### config.mk
export PLATFORM = sky130hd
export DESIGN_NAME = counting_max_heap
export DESIGN_NICKNAME = d
export VERILOG_FILES = /design/src/sv/cmh_pkg.sv /design/src/sv/cmh_ram.sv /design/src/sv/cmh_dp.sv /design/src/sv/cmh_ctrl.sv /design/src/sv/counting_max_heap.sv
export SDC_FILE = /design/constraint.sdc
export NUM_CORES = 1
export LEC_CHECK = 0
export BUFFER_PORTS_ARGS = -buffer_cell sky130_fd_sc_hd__buf_2
export CORE_UTILIZATION = 25
export DETAILED_ROUTE_END_ITERATION = 7
export GPL_TIMING_DRIVEN = 0
export SLEW_MARGIN = 15
export SYNTH_ARGS = -nofsm -noshare
export SYNTH_HDL_FRONTEND = slang
export SYNTH_SLANG_ARGS = --single-unit
### constraint.sdc
create_clock -name clk -period 15.35 [get_ports clk]
set_clock_uncertainty 0.05 [all_clocks]
set_input_delay 0.7675 -clock clk [delete_from_list [all_inputs] [get_ports clk]]
set_output_delay 0.7675 -clock clk [all_outputs]
set_load 0.02 [all_outputs]
### src/sv/cmh_pkg.sv
package cmh_pkg;

  localparam int CAPACITY  = 8;
  localparam int IDX_W     = (CAPACITY > 2) ? $clog2(CAPACITY) : 1;
  localparam int USED_W    = $clog2(CAPACITY + 1);
  localparam int KEY_W     = 64;
  localparam int COUNT_W   = 16;
  localparam int ENTRIES_W = 4;

  localparam logic [COUNT_W-1:0] COUNT_MAX = {COUNT_W{1'b1}};

  typedef struct packed {
    logic [KEY_W-1:0]   key;
    logic [COUNT_W-1:0] count;
  } entry_t;

  typedef enum logic [2:0] {
    EMIT_NONE,
    EMIT_HIT,
    EMIT_NEW,
    EMIT_DROP,
    EMIT_EMPTY,
    EMIT_DUMP
  } emit_t;

  typedef struct packed {
    logic  load;
    logic  idx_inc;
    logic  rd_idx;
    logic  rd_walk;
    logic  wr_hit;
    logic  wr_new;
    logic  wr_swap_p;
    logic  wr_swap_n;
    logic  walk_start;
    logic  walk_up;
    logic  walk_next;
    emit_t emit;
  } cmd_t;

  typedef struct packed {
    logic used_zero;
    logic used_gt1;
    logic is_full;
    logic key_match;
    logic idx_last;
    logic swap_need;
    logic p_root;
    logic k_last;
  } sts_t;

endpackage

### src/sv/cmh_ram.sv
module cmh_ram #(
  parameter int WIDTH = 8,
  parameter int DEPTH = 8
) (
  input  logic                                    clk,
  input  logic                                    we,
  input  logic [((DEPTH > 2) ? $clog2(DEPTH) : 1)-1:0] waddr,
  input  logic [WIDTH-1:0]                        wdata,
  input  logic                                    re_a,
  input  logic [((DEPTH > 2) ? $clog2(DEPTH) : 1)-1:0] raddr_a,
  output logic [WIDTH-1:0]                        rdata_a,
  input  logic                                    re_b,
  input  logic [((DEPTH > 2) ? $clog2(DEPTH) : 1)-1:0] raddr_b,
  output logic [WIDTH-1:0]                        rdata_b
);

  logic [WIDTH-1:0] mem_r [DEPTH];
  logic [WIDTH-1:0] rdata_a_r;
  logic [WIDTH-1:0] rdata_b_r;

  always_ff @(posedge clk) begin
    if (we) begin
      mem_r[waddr] <= wdata;
    end
    if (re_a) begin
      rdata_a_r <= mem_r[raddr_a];
    end
    if (re_b) begin
      rdata_b_r <= mem_r[raddr_b];
    end
  end

  assign rdata_a = rdata_a_r;
  assign rdata_b = rdata_b_r;

endmodule

### src/sv/cmh_dp.sv
module cmh_dp (
  input  logic                            clk,
  input  logic                            rst_n,
  input  cmh_pkg::cmd_t                   cmd,
  output cmh_pkg::sts_t                   sts,
  input  logic [cmh_pkg::KEY_W-1:0]       in_location_key,
  output logic                            out_valid,
  output logic [cmh_pkg::KEY_W-1:0]       out_entry_key,
  output logic [cmh_pkg::COUNT_W-1:0]     out_entry_count,
  output logic [cmh_pkg::ENTRIES_W-1:0]   out_entries_used,
  output logic                            out_was_new,
  output logic                            out_dropped,
  output logic                            out_valid_res,
  output logic                            out_last
);

  logic [cmh_pkg::KEY_W-1:0]     key_r;
  logic [cmh_pkg::IDX_W-1:0]     idx_r;
  logic [cmh_pkg::IDX_W-1:0]     k_r;
  logic [cmh_pkg::IDX_W-1:0]     n_r;
  logic [cmh_pkg::USED_W-1:0]    used_r;
  logic [cmh_pkg::COUNT_W-1:0]   cnt_r;

  logic                          out_valid_r;
  logic [cmh_pkg::KEY_W-1:0]     out_key_r;
  logic [cmh_pkg::COUNT_W-1:0]   out_count_r;
  logic [cmh_pkg::ENTRIES_W-1:0] out_used_r;
  logic                          out_new_r;
  logic                          out_drop_r;
  logic                          out_vres_r;
  logic                          out_last_r;

  cmh_pkg::entry_t               rd_a;
  cmh_pkg::entry_t               rd_b;
  cmh_pkg::entry_t               wdata;
  logic [cmh_pkg::IDX_W-1:0]     waddr;
  logic                          we;
  logic [cmh_pkg::IDX_W-1:0]     p_w;
  logic [cmh_pkg::IDX_W-1:0]     raddr_a;
  logic [cmh_pkg::COUNT_W-1:0]   inc_cnt;
  logic [cmh_pkg::USED_W-1:0]    used_inc;
  logic [cmh_pkg::USED_W-1:0]    used_after;
  logic [cmh_pkg::COUNT_W-1:0]   hit_cnt;

  cmh_ram #(
    .WIDTH($bits(cmh_pkg::entry_t)),
    .DEPTH(cmh_pkg::CAPACITY)
  ) u_ram (
    .clk     (clk),
    .we      (we),
    .waddr   (waddr),
    .wdata   (wdata),
    .re_a    (cmd.rd_idx | cmd.rd_walk),
    .raddr_a (raddr_a),
    .rdata_a (rd_a),
    .re_b    (cmd.rd_walk),
    .raddr_b (p_w),
    .rdata_b (rd_b)
  );

  assign p_w      = (n_r - cmh_pkg::IDX_W'(1)) >> 1;
  assign raddr_a  = cmd.rd_walk ? n_r : idx_r;
  assign inc_cnt  = (rd_a.count == cmh_pkg::COUNT_MAX) ? rd_a.count
                                                        : rd_a.count + cmh_pkg::COUNT_W'(1);
  assign used_inc = used_r + cmh_pkg::USED_W'(1);
  assign used_after = cmd.wr_new ? used_inc : used_r;
  assign hit_cnt  = cmd.wr_hit ? inc_cnt : cnt_r;

  // single write port shared by hit update, append and swap halves
  always_comb begin
    we    = cmd.wr_hit | cmd.wr_new | cmd.wr_swap_p | cmd.wr_swap_n;
    waddr = idx_r;
    wdata = rd_a;
    if (cmd.wr_hit) begin
      waddr       = idx_r;
      wdata.key   = key_r;
      wdata.count = inc_cnt;
    end else if (cmd.wr_new) begin
      waddr       = cmh_pkg::IDX_W'(used_r);
      wdata.key   = key_r;
      wdata.count = cmh_pkg::COUNT_W'(1);
    end else if (cmd.wr_swap_p) begin
      waddr = p_w;
      wdata = rd_a;
    end else if (cmd.wr_swap_n) begin
      waddr = n_r;
      wdata = rd_b;
    end
  end

  always_comb begin
    sts.used_zero = (used_r == '0);
    sts.used_gt1  = (used_r > cmh_pkg::USED_W'(1));
    sts.is_full   = (used_r >= cmh_pkg::USED_W'(cmh_pkg::CAPACITY));
    sts.key_match = (rd_a.key == key_r);
    sts.idx_last  = ((cmh_pkg::USED_W'(idx_r) + cmh_pkg::USED_W'(1)) >= used_r);
    sts.swap_need = (rd_b.count < rd_a.count);
    sts.p_root    = (p_w == '0);
    sts.k_last    = ((cmh_pkg::USED_W'(k_r) + cmh_pkg::USED_W'(1)) >= used_r);
  end

  always_ff @(posedge clk) begin
    if (!rst_n) begin
      used_r      <= '0;
      out_valid_r <= 1'b0;
    end else begin
      if (cmd.wr_new) begin
        used_r <= used_inc;
      end
      out_valid_r <= (cmd.emit != cmh_pkg::EMIT_NONE);
    end
  end

  always_ff @(posedge clk) begin
    if (cmd.load) begin
      key_r <= in_location_key;
      idx_r <= '0;
    end else if (cmd.idx_inc) begin
      idx_r <= idx_r + cmh_pkg::IDX_W'(1);
    end
    if (cmd.wr_hit) begin
      cnt_r <= inc_cnt;
    end
    if (cmd.walk_start) begin
      k_r <= cmh_pkg::IDX_W'(1);
      n_r <= cmh_pkg::IDX_W'(1);
    end else if (cmd.walk_up) begin
      n_r <= p_w;
    end else if (cmd.walk_next) begin
      k_r <= k_r + cmh_pkg::IDX_W'(1);
      n_r <= k_r + cmh_pkg::IDX_W'(1);
    end
  end

  always_ff @(posedge clk) begin
    out_used_r <= cmh_pkg::ENTRIES_W'(used_after);
    out_new_r  <= 1'b0;
    out_drop_r <= 1'b0;
    out_vres_r <= 1'b1;
    out_last_r <= 1'b1;
    case (cmd.emit)
      cmh_pkg::EMIT_HIT: begin
        out_key_r   <= key_r;
        out_count_r <= hit_cnt;
      end
      cmh_pkg::EMIT_NEW: begin
        out_key_r   <= key_r;
        out_count_r <= cmh_pkg::COUNT_W'(1);
        out_new_r   <= 1'b1;
      end
      cmh_pkg::EMIT_DROP: begin
        out_key_r   <= key_r;
        out_count_r <= '0;
        out_drop_r  <= 1'b1;
      end
      cmh_pkg::EMIT_EMPTY: begin
        out_key_r   <= '0;
        out_count_r <= '0;
        out_vres_r  <= 1'b0;
      end
      cmh_pkg::EMIT_DUMP: begin
        out_key_r   <= rd_a.key;
        out_count_r <= rd_a.count;
        out_last_r  <= sts.idx_last;
      end
      default: begin
        out_key_r   <= out_key_r;
        out_count_r <= out_count_r;
      end
    endcase
  end

  assign out_valid        = out_valid_r;
  assign out_entry_key    = out_key_r;
  assign out_entry_count  = out_count_r;
  assign out_entries_used = out_used_r;
  assign out_was_new      = out_new_r;
  assign out_dropped      = out_drop_r;
  assign out_valid_res    = out_vres_r;
  assign out_last         = out_last_r;

  a_used_bound: assert property (@(posedge clk) disable iff (!rst_n)
    used_r <= cmh_pkg::USED_W'(cmh_pkg::CAPACITY))
    else $error("entry count beyond capacity");

  a_used_step: assert property (@(posedge clk) disable iff (!rst_n)
    cmd.wr_new |=> used_r == $past(used_inc))
    else $error("append did not advance entry count");

endmodule

### src/sv/cmh_ctrl.sv
module cmh_ctrl (
  input  logic          clk,
  input  logic          rst_n,
  input  logic          start,
  input  logic          in_operation,
  output logic          busy,
  output cmh_pkg::cmd_t cmd,
  input  cmh_pkg::sts_t sts
);

  typedef enum logic [3:0] {
    S_IDLE,
    S_SCAN_RD,
    S_SCAN_CMP,
    S_MISS,
    S_SORT_RD,
    S_SORT_CMP,
    S_SWAP_N,
    S_DUMP_RD,
    S_DUMP_OUT
  } state_t;

  state_t state_r;
  state_t state_nxt;
  logic   advance;

  always_comb begin
    state_nxt = state_r;
    advance   = 1'b0;
    cmd       = '0;
    cmd.emit  = cmh_pkg::EMIT_NONE;
    case (state_r)
      S_IDLE: begin
        if (start) begin
          cmd.load = 1'b1;
          if (in_operation) begin
            if (sts.used_zero) begin
              cmd.emit = cmh_pkg::EMIT_EMPTY;
            end else begin
              state_nxt = S_DUMP_RD;
            end
          end else begin
            state_nxt = sts.used_zero ? S_MISS : S_SCAN_RD;
          end
        end
      end
      S_SCAN_RD: begin
        cmd.rd_idx = 1'b1;
        state_nxt  = S_SCAN_CMP;
      end
      S_SCAN_CMP: begin
        if (sts.key_match) begin
          cmd.wr_hit = 1'b1;
          if (sts.used_gt1) begin
            cmd.walk_start = 1'b1;
            state_nxt      = S_SORT_RD;
          end else begin
            cmd.emit  = cmh_pkg::EMIT_HIT;
            state_nxt = S_IDLE;
          end
        end else if (sts.idx_last) begin
          state_nxt = S_MISS;
        end else begin
          cmd.idx_inc = 1'b1;
          state_nxt   = S_SCAN_RD;
        end
      end
      S_MISS: begin
        if (sts.is_full) begin
          cmd.emit = cmh_pkg::EMIT_DROP;
        end else begin
          cmd.wr_new = 1'b1;
          cmd.emit   = cmh_pkg::EMIT_NEW;
        end
        state_nxt = S_IDLE;
      end
      S_SORT_RD: begin
        cmd.rd_walk = 1'b1;
        state_nxt   = S_SORT_CMP;
      end
      S_SORT_CMP: begin
        if (sts.swap_need) begin
          cmd.wr_swap_p = 1'b1;
          state_nxt     = S_SWAP_N;
        end else begin
          advance = 1'b1;
        end
      end
      S_SWAP_N: begin
        cmd.wr_swap_n = 1'b1;
        advance       = 1'b1;
      end
      S_DUMP_RD: begin
        cmd.rd_idx = 1'b1;
        state_nxt  = S_DUMP_OUT;
      end
      S_DUMP_OUT: begin
        cmd.emit = cmh_pkg::EMIT_DUMP;
        if (sts.idx_last) begin
          state_nxt = S_IDLE;
        end else begin
          cmd.idx_inc = 1'b1;
          state_nxt   = S_DUMP_RD;
        end
      end
      default: begin
        state_nxt = S_IDLE;
      end
    endcase

    // step one level up the walk, or start the next walk, or finish
    if (advance) begin
      if (!sts.p_root) begin
        cmd.walk_up = 1'b1;
        state_nxt   = S_SORT_RD;
      end else if (!sts.k_last) begin
        cmd.walk_next = 1'b1;
        state_nxt     = S_SORT_RD;
      end else begin
        cmd.emit  = cmh_pkg::EMIT_HIT;
        state_nxt = S_IDLE;
      end
    end
  end

  always_ff @(posedge clk) begin
    if (!rst_n) begin
      state_r <= S_IDLE;
    end else begin
      state_r <= state_nxt;
    end
  end

  assign busy = (state_r != S_IDLE);

  a_busy_cause: assert property (@(posedge clk) disable iff (!rst_n)
    $rose(busy) |-> $past(start))
    else $error("busy without an accepted word");

  a_swap_order: assert property (@(posedge clk) disable iff (!rst_n)
    state_r == S_SWAP_N |-> $past(state_r) == S_SORT_CMP && $past(sts.swap_need))
    else $error("swap second half without first half");

  a_no_overfill: assert property (@(posedge clk) disable iff (!rst_n)
    cmd.wr_new |-> !sts.is_full)
    else $error("append into a full store");

endmodule

### src/sv/counting_max_heap.sv
// channel   ports                          handshake
// input     in_operation, in_location_key  start high while busy low
// result    out_* fields                   out_valid strobe, one cycle each
//
// insert: each entry scanned is read, then compared; a miss then appends or drops the key;
//   a hit then re-sorts, each parent compare being one memory read and one or two writes
// dump: each entry is read from the store, then emitted; an empty dump emits a single word
// reset clears the entry count and the controller; the store itself is not cleared
// results cannot be stalled: each word is on the out_ ports for exactly one cycle
module counting_max_heap (
  input  logic                            clk,
  input  logic                            rst_n,
  input  logic                            start,
  output logic                            busy,
  input  logic                            in_operation,
  input  logic [cmh_pkg::KEY_W-1:0]       in_location_key,
  output logic                            out_valid,
  output logic [cmh_pkg::KEY_W-1:0]       out_entry_key,
  output logic [cmh_pkg::COUNT_W-1:0]     out_entry_count,
  output logic [cmh_pkg::ENTRIES_W-1:0]   out_entries_used,
  output logic                            out_was_new,
  output logic                            out_dropped,
  output logic                            out_valid_res,
  output logic                            out_last
);

  cmh_pkg::cmd_t cmd;
  cmh_pkg::sts_t sts;

  cmh_ctrl u_ctrl (
    .clk          (clk),
    .rst_n        (rst_n),
    .start        (start),
    .in_operation (in_operation),
    .busy         (busy),
    .cmd          (cmd),
    .sts          (sts)
  );

  cmh_dp u_dp (
    .clk              (clk),
    .rst_n            (rst_n),
    .cmd              (cmd),
    .sts              (sts),
    .in_location_key  (in_location_key),
    .out_valid        (out_valid),
    .out_entry_key    (out_entry_key),
    .out_entry_count  (out_entry_count),
    .out_entries_used (out_entries_used),
    .out_was_new      (out_was_new),
    .out_dropped      (out_dropped),
    .out_valid_res    (out_valid_res),
    .out_last         (out_last)
  );

endmodule

After elaboration in Yosys (flattened, before gate mapping)

Memories as Yosys holds them, arrays and structs flattened. A register that Yosys moved wholly into a read port is not among the register bits.
Index checks and enable logic that the tools add are counted.

Output and inout port bits: 90
Logic and storage cells: 132
RAM bits: 640
Memories: 1
ROM bits: 0
Bits in latches: 0
Input bits: 68
Register bits: 186

Memories:

| name             | depth | width | read ports | clocked after memory_dff | write ports | RTL line      | source |
|---|---|---|---|---|---|---|---|
| u_dp.u_ram.mem_r | 8     | 80    | 2          | 2                        | 1           | cmh_ram.sv:17 | `logic [WIDTH-1:0] mem_r [DEPTH];` |

Multipliers: 0
Magnitude comparators: 5
Equal/unequal tests: 19
Bitwise logic cells: 5
Add/subtract/negate cells: 7
Shift operators: 0
Reductions and logical operators: 14
Muxes and demuxes: 65
Div/mod/pow operators: 0

Operator list:

| kind                                                   | count |
|---|---|
| 2-to-1 mux 80 bit                                      | 4 |
| case mux 64 bit (3 select lines)                       | 1 |
| == test 64 bit                                         | 1 |
| case mux 16 bit (4 select lines)                       | 1 |
| 2-to-1 mux 3 bit                                       | 14 |
| 2-to-1 mux 16 bit                                      | 2 |
| 2-to-1 mux 4 bit                                       | 8 |
| case mux 4 bit (8 select lines)                        | 1 |
| 2-to-1 mux 1 bit                                       | 26 |
| adder 16 x 1 -> 16 bit (second input constant)         | 1 |
| == test 16 bit (second input constant)                 | 1 |
| == test 4 x 3 -> 1 bit (second input constant)         | 4 |
| < comparator 16 bit                                    | 1 |
| case mux 3 bit (4 select lines)                        | 1 |
| adder 3 x 1 -> 4 bit (second input constant)           | 2 |
| == test 4 x 2 -> 1 bit (second input constant)         | 2 |
| greater-or-equal comparator 4 bit                      | 2 |
| zero test 4 bit                                        | 2 |
| 2-to-1 mux 2 bit                                       | 4 |
| nonzero test 4 bit                                     | 2 |
| adder 3 x 1 -> 3 bit (second input constant)           | 2 |
| == test 3 x 2 -> 1 bit (second input constant)         | 2 |
| == test 3 bit (second input constant)                  | 2 |
| inequality test 3 x 2 -> 1 bit (second input constant) | 2 |
| 20 further kinds                                       | 27 |

Longest topological paths before layout

Gate-level depths: netlist of run 1.

Depth in word-level cells: 11
Mapped depth: 10
Mapped depth without buffers: 9

Modules after synthesis

A second synthesis of run 1 with hierarchy kept.

Cell total of the unflattened synthesis: 2548
Area, all modules: 44556.5 µm²

By module, submodules not included:

| module   | instances | cells each | area each (µm²) | seq. area each (µm²) |
|---|---|---|---|---|
| cmh_ram  | 1         | 1383       | 33633.5         | 24023.0 |
| cmh_dp   | 1         | 1096       | 10462.5         | 5084.9 |
| cmh_ctrl | 1         | 69         | 460.4           | 80.1 |

Worst setup path after synthesis of run 1

OpenSTA, ideal clock, no wires.

Path kind: register -> register
From: reg u_dp.u_ram.rdata_a_r[9], in the netlist u_dp.u_ram.rdata_a[9] (read register of u_dp.u_ram.mem_r)
To: mem u_dp.u_ram.mem_r[2][0] (netlist bit), enable pin
Path buffers: 1
Setup slack: 4.091 ns
Setup time: 0.743 ns
Clock period less this slack: 11.259 ns
Required time: 14.557 ns
Stages on the path, launching flop included: 11
Data arrival time: 10.466 ns
Cell sequence: edfxtp_1 buf_2 inv_1 ha_1 a21o_1 a221o_1 a21oi_1 nand4_1 mux2i_1 mux2i_1 nor4b_1

Longest elaborated chain between the ends: 7
Elaborated cells on any way between the ends: 10
Classes of those cells: 1 x order compare; 7 x mux; 2 x bitwise

Ends and longest elaborated chain:

| what                                   | RTL line       | source |
|---|---|---|
| from (decl)                            | cmh_ram.sv:18  | `logic [WIDTH-1:0] rdata_a_r;` |
| < comparator 16 bit (*)                | cmh_dp.sv:97   | `sts.swap_need = (rd_b.count < rd_a.count);` |
| 2-to-1 mux 1 bit (*)                   | cmh_ctrl.sv:82 | `if (sts.swap_need) begin` |
| 2-to-1 mux 1 bit (*)                   | cmh_ctrl.sv:32 | `case (state_r)` |
| bitwise OR 1 bit (2 in series)         | cmh_dp.sv:71   | `we = cmd.wr_hit \| cmd.wr_new \| cmd.wr_swap_p \| cmd.wr_swap_n;` |
| 2-to-1 mux 1 bit                       | cmh_ram.sv:22  | `if (we) begin` |
| 2-to-1 mux 1 bit (not written as such) | cmh_ram.sv:23  | `mem_r[waddr] <= wdata;` |
| to (decl)                              | cmh_ram.sv:17  |  |

Mark *: on every way between the ends. The rest lies on a longest branch, timed or not.

Worst setup path in the final report of run 1

From: reg u_dp.u_ram.rdata_a_r[76], in the netlist u_dp.u_ram.rdata_a[76] (read register of u_dp.u_ram.mem_r)
To: mem u_dp.u_ram.mem_r[1][39] (netlist bit), enable pin

Longest elaborated chain between the ends: 8
Elaborated cells on any way between the ends: 9
Classes of those cells: 1 x eq/ne; 5 x mux; 3 x bitwise

Ends and longest elaborated chain:

| what                                   | RTL line       | source |
|---|---|---|
| == test 64 bit (*)                     | cmh_dp.sv:95   | `sts.key_match = (rd_a.key == key_r);` |
| 2-to-1 mux 1 bit (*)                   | cmh_ctrl.sv:52 | `if (sts.key_match) begin` |
| 2-to-1 mux 1 bit (*)                   | cmh_ctrl.sv:32 |  |
| bitwise OR 1 bit (3 in series)         | cmh_dp.sv:71   |  |
| 2-to-1 mux 1 bit                       | cmh_ram.sv:22  |  |
| 2-to-1 mux 1 bit (not written as such) | cmh_ram.sv:23  |  |

Marks and branches as above.

==> metrics, run 1 <==
Max Freq ~160 MHz; Hold Path Cell Cnt 1; number of synthesized flops with an enable pin around 940; R2R Path End u_dp.u_ram.mem_r[1][39]; hold path start in_location_key[63]; Post-synth ARST share 0%; wire length on met1 51.3 mm; Crit. End Element flop; synth top area cells edfxtp_1 (69%), mux4_2 (13%), mux2_2 (4.1%); Synth Warn # 0; Die Width a little over 400 microns; initial antenna violation count 10; met3 wire len roughly 9.5 mm; Pwr Density 178 nW/um^2; # fillers 15945; Post-Route WL 123 mm; ANT nets after route 0; clock-pin slew on the worst setup and hold paths around 0.060 ns; area share of the leading cell type in the synthesized netlist between 60% and 70%; area of the multi-input gates ~12000 sq um; register area share after synthesis a little over two thirds; mapped cell area approximately 41000 sq um; Worst Tran Pin Value 1.33 ns; HPWL Detailed around 87 mm; startpoint types flop; Skew-Pair Late Insertion Delay between 0.7 and 0.8 ns; GPL Wtd Cong 0.835; drt first pass iters 7; WP data required ~16 ns; DR vias/cell ~4.8; Syn Inst Count 2210; Core Area 163000 sq um; Top FF cell, synth edfxtp_1; WHS Endpoint u_dp.key_r[63]; total of max-cap violations 0; I/O pins approximately 160; maximum number of pins on one net before global-route repair 36; cell taking the most area after synthesis edfxtp_1; Reg2Reg Depth 13; wire length per cell between 20 and 30 microns; fin crit share about two fifths; worst hold slack approximately 0.15 ns; vias in the first global route between 20000 and 25000; Starting Density between 20% and 30%; Critical Path AT between 6 and 7 ns; Placement Setup Slack around 9 ns; Slew HR between 10% and 20%; HP Class primary input to flop; VDD IR max about 97 uV; #FFs+latches synth around 990; CTS tree yes; H-tree depth 3; total grt overflow 0; chip height a little over 400 microns; status finished clean; worst reg2reg startpoint u_dp.u_ram.rdata_a[76]; Clock Root Buffer clkbuf_16; CTS Buf Count 105; post-synthesis area per instance 18.7 sq um; post-layout min period 6.42 ns; Sink Count between 900 and 1000; first-pass GRT wire length around 170 mm; r2r setup slk roughly 8.9 ns; GRT Total Usage approximately 14%; CTS resizes 0; Slew Limit Fails 0; # hold bufs at CTS 0; # DRC 0; Max Buffers Root-to-Sink 3; Syn Nets 2308; Final Setup Violations 0; Final Util about 30%; Final Hold Fails 0; initial drt markers about 2500; DR vias roughly 23000; Netlist cell types between 50 and 60; crit-path max FO 8; nets roughly 2700; final worst slack 8.93 ns; count leader, synth edfxtp_1; fraction of layout cells with a size suffix above 1 between 30 and 40%; Crit Path Class flop to flop; list of most frequent post-synthesis cells edfxtp_1 (944), mux4_2 (240), nand2_1 (237); RSZ-0062 raised after global routing no; die footprint roughly 170000 sq um; leakage about 17 nW; highest routed layer met5; PortBufs around 160; post-CTS setup buffers 0; register area between 20000 and 30000 sq um; row count approximately 150; Detail Route met2 WL 57.6 mm; area grow syn2layout 20.4%
[worst max path at each step]
stage | startpoint | end
4_1_cts | u_dp.key_r[60] | u_dp.u_ram.mem_r[1][38]
3_3_place_gp | u_dp.key_r[60] | u_dp.u_ram.mem_r[6][40]
5_1_grt | u_dp.key_r[60] | u_dp.u_ram.mem_r[1][37]
2_1_floorplan | u_dp.u_ram.rdata_a[9] | u_dp.u_ram.mem_r[2][0]
3_5_place_dp | u_dp.key_r[60] | u_dp.u_ram.mem_r[1][41]
6_report | u_dp.u_ram.rdata_a[76] | u_dp.u_ram.mem_r[1][39]
[cells by family (layout without fill, tap and decap cells)]
logic type	count (synthesis)	in the layout	synth area share [%]
buf+inv	146	635	1.51
flops	986	986	70.8
simple gates	367	367	4.02
other cells	0	2	0
compound gates	194	194	3.48
fa+ha+maj	30	30	0.910
mux	406	406	17.6
xor+xnor	81	81	1.72
[through the flow]
step | cell area [sq um] | cells | setup TNS, ns | power (W)
2_1_floorplan | 41300 | 2210 | 0 | 0.00528
3_3_place_gp | 44800 | 4542 | -3672.86 | 0.00620
3_5_place_dp | 46100 | 4678 | 0 | 0.00629
4_1_cts | 49700 | 4874 | 0 | 0.00891
5_1_grt | 49700 | 4874 | 0 | 0.00917
6_report | 49700 | 4876 | 0 | 0.00886
[report_power, final]
part | switching (W) | total, W | internal, W | leakage [nW]
logic | 0.00142 | 0.00226 | 0.000835 | 6.24
registers | 0.000258 | 0.00397 | 0.00371 | 8.93
clock network | 0.00111 | 0.00263 | 0.00152 | 1.73
[critical path, stage by stage (launching register included)]
cell      delay [ns]
edfxtp_1        0.43
xnor2_1         0.86
nand4_1         0.30
nor4_1          0.39
nand4_1         0.60
o221ai_1        0.92
a21boi_1        0.44
nor4b_2         0.79
buf_2           0.35
buf_4           0.20
buf_4           0.16
buf_4           0.18
buf_4           0.20
buf_2           0.23
[final cells by class]
type,instances,share of cell area [%]
Buffer,119,1.09
Inverter,27,0.204
Antenna cell,2,0.0101
Clock buffer,132,5.64
Multi-Input combinational cell,1078,23.3
Sequential cell,986,58.8
Tap cell,2175,5.48
Clock inverter,64,1.56
Timing Repair Buffer,293,4.01
[registers in the layout, indices dropped and copies added (netlist names), 3 cells and up]
signal                 count
u_ctrl.state_r             4
u_dp.cnt_r                16
u_dp.idx_r                 3
u_dp.k_r                   3
u_dp.key_r                64
u_dp.n_r                   3
u_dp.out_entries_used      4
u_dp.out_entry_count      16
u_dp.out_entry_key        64
u_dp.u_ram.mem_r         640
u_dp.u_ram.rdata_a        80
u_dp.u_ram.rdata_b        80
u_dp.used_r                4
[routing by layer]
| layer | track usage [%] | vias up |
|---|---|---|
| li1 | - | 9768 |
| met1 | 19.5 | 12282 |
| met2 | 23.0 | 1110 |
| met3 | 2.55 | 180 |
| met4 | 5.21 | 4 |
| met5 | 0 | - |
[layout by cell type (no fill, tap or decap), types with 22 or more instances in the layout]
cell type / instances
mux2_2: 152
nand2_1: 237
a22o_1: 82
buf_2: 228
clkbuf_16: 106
clkbuf_1: 90
ha_1: 30
dfxtp_1: 42
nand4_1: 23
a21oi_1: 23
o21ai_0: 32
edfxtp_1: 944
inv_1: 26
nor2_1: 22
xnor2_1: 77
buf_4: 60
mux4_2: 240
Note: power is estimated with default switching activity, not from simulation.
==> inputs of run 2 (changes only) <==
Settings changed: ABC_AREA set to 1.
Clock period 15.35 ns to 6.35 ns, I/O delays scaled along.
==> metrics, run 2 <==
status finished clean; #FFs+latches synth 986 (unchanged); synth top area cells edfxtp_1 (67%), o21ai_0 (6.6%), nand2_1 (4.4%); ANT nets after route 0 (unchanged); Skew-Pair Late Insertion Delay 0.72 ns (-0.03 ns); VDD IR max 356 uV (+270%); initial drt markers 3409 (+34%); # hold bufs at CTS 66 (+66); Slew Limit Fails 0 (unchanged); register area share after synthesis 68.8% (-2.0 points); vias in the first global route 29818 (+30%); post-layout min period 4.34 ns (-2.09 ns); most frequent cells in the layout edfxtp_1 (944), o21ai_0 (560), nand2_1 (497), nor2_1 (403); post-synthesis area per instance 11.9 sq um (-36%); number of synthesized flops with an enable pin 944 (unchanged); crit-path max FO 19 (+11); cell taking the most area after synthesis edfxtp_1; Core Area 168000 sq um (+2.7%); PortBufs 157 (unchanged); GRT Total Usage 16.0% (+1.6 points); Post-Route WL 141 mm (+15%); Syn Nets 3677 (+59%); most numerous cell on the critical path nand2_1; total grt overflow 0 (unchanged); count leader, synth edfxtp_1; CTS tree yes; Post-Layout Cell Count 6251 (+28%); maximum number of pins on one net before global-route repair 37 (+2.8%); die footprint 171000 sq um (+2.8%); critical path buffer and inverter count 5 (-1); Largest Register u_dp.u_ram.mem_r; Placement Setup Slack 2.12 ns (-6.89 ns); leakage 18.1 nW (+7.3%); fraction of layout cells with a size suffix above 1 15.1% (-18 points); row count 150 (+1.4%); clock-pin slew on the worst setup and hold paths 0.06 ns (about the same); Starting Density 25.3% (+0.031 points); chip height 414 microns (+1.4%); startpoint types flop; # DRC 0 (unchanged); DR vias 30501 (+31%); Max Buffers Root-to-Sink 3 (unchanged); Slew HR 15.1% (+3.7 points); Sink Count 986 (unchanged); CP peak stage delay 1.00 ns (+0.08 ns); Netlist cell types 38 (-34%); GPL Wtd Cong 0.887 (+6.1%); H-tree depth 3 (unchanged); HP Class primary input to flop; Top FF cell, synth edfxtp_1; critical path, cell by cell nor2_1 -> inv_1 -> nor2_1 -> inv_1 -> nor2_2 -> clkbuf_1 -> nand2_1 -> nand2_1 -> nand2_1 -> nor2_4 -> buf_12 -> buf_12; Crit-path slowest cell clkbuf_1; DR vias/cell 4.88 (+1.9%); Final Hold Fails 0 (unchanged); HPWL Detailed 96.5 mm (+11%); Syn Inst Count 3579 (+62%); initial antenna violation count 13 (+3); area grow syn2layout 20.4% (about the same); fin crit share 68.3% (+26 points); mapped cell area 42400 sq um (+2.9%); Final Setup Violations 0 (unchanged); nets 4059 (+50%); Pwr Density 544 nW/um^2 (+200%); first-pass GRT wire length 200 mm (+16%); CTS resizes 0 (unchanged); area share of the leading cell type in the synthesized netlist 66.8% (-1.9 points); Clock Root Buffer clkbuf_16; Crit path max-delay family simple AND/OR/NAND/NOR gates; Crit. End Element flop; I/O pins 158 (unchanged); Max Freq 231 MHz (+48%); list of most frequent post-synthesis cells edfxtp_1 (944), o21ai_0 (560), nand2_1 (497); # fillers 16909 (+6.0%); post-CTS setup buffers 0 (unchanged); Die Width 414 microns (+1.4%); Synth Warn # 0 (unchanged); final worst slack 2.01 ns (-6.91 ns); total of max-cap violations 0 (unchanged); Post-synth ARST share 0% (unchanged); placed cells 5998 (+28%); drt first pass iters 6 (-1); max FFs per register 640 (unchanged); Tot Pwr 0.0278 W (+210%); Final TNS setup 0 ns (unchanged); Critical Path AT 4.69 ns (-2.12 ns); most common library cell in the layout ignoring fill and taps edfxtp_1; RSZ-0062 raised after global routing no; WP data required 6.70 ns (-9.03 ns); Worst Tran Pin Value 1.27 ns (-0.0548 ns); wire length per cell 22.6 microns (-10%); CTS Buf Count 98 (-6.7%); Crit Path Class flop to flop
-- run 2: cell families after synthesis --
| logic type | after synthesis | share of synthesized area (%) |
|---|---|---|
| multiplexers | 158 | 3.96 |
| flip-flops | 986 | 68.8 |
| XOR/XNOR | 30 | 0.619 |
| AO/OA/AOI/OAI | 920 | 12.0 |
| AND/OR/NAND/NOR | 1047 | 9.98 |
| adder cells (fa/ha/maj) | 30 | 0.885 |
| buffers and inverters | 408 | 3.75 |
-- run 2: worst paths after layout --
kind | cells past startpoint | slack [ns] | to | start
min reg2reg | 2 | 0.41 | u_dp.cnt_r[8] | u_dp.cnt_r[8]
max reg2reg | 12 | 2.01 | u_dp.u_ram.mem_r[5][44] | u_ctrl.state_r[2]
min | 2 | 0.29 | u_dp.key_r[31] | in_location_key[31]
max | 12 | 2.01 | u_dp.u_ram.mem_r[5][44] | u_ctrl.state_r[2]
-- run 2: where the power goes --
part	switching, W	leakage (nW)	internal, W
clock	0.00258	1.58	0.00336
combinational	0.00804	7.61	0.00344
sequential	0.000591	8.93	0.00975
-- run 2: final cells by class --
type | instances | area, sq um | area share [%]
Buffer | 205 | 842 | 1.65
Antenna cell | 3 | 7.51 | 0.0147
Timing Repair Buffer | 282 | 2530 | 4.95
Clock inverter | 60 | 596 | 1.17
Sequential cell | 986 | 29200 | 57.1
Clock buffer | 123 | 2670 | 5.22
Multi-Input combinational cell | 2185 | 11700 | 23.0
Inverter | 203 | 764 | 1.50
Tap cell | 2204 | 2760 | 5.40
-- run 2: metal layers --
metal	up-vias	GRT usage (%)	wire length, microns	part of all wire [%]
li1	13683	-	-	-
met1	15027	18.7	51800	37
met2	1448	28.0	69800	49
met3	333	2.26	10800	7.7
met4	10	9.28	8770	6.2
met5	-	0	83	0.059
-- run 2: per-stage QoR --
step / cell area [sq um] / hold slack, ns / util [%]
detailed placement: 47100 / 0.389 / 28.1
CTS: 51100 / 0.0103 / 30.4
global route: 51100 / 0.279 / 30.4
global placement: 46000 / 0.382 / 27.4
finish: 51100 / 0.285 / 30.4
floorplan: 42400 / 0.352 / -
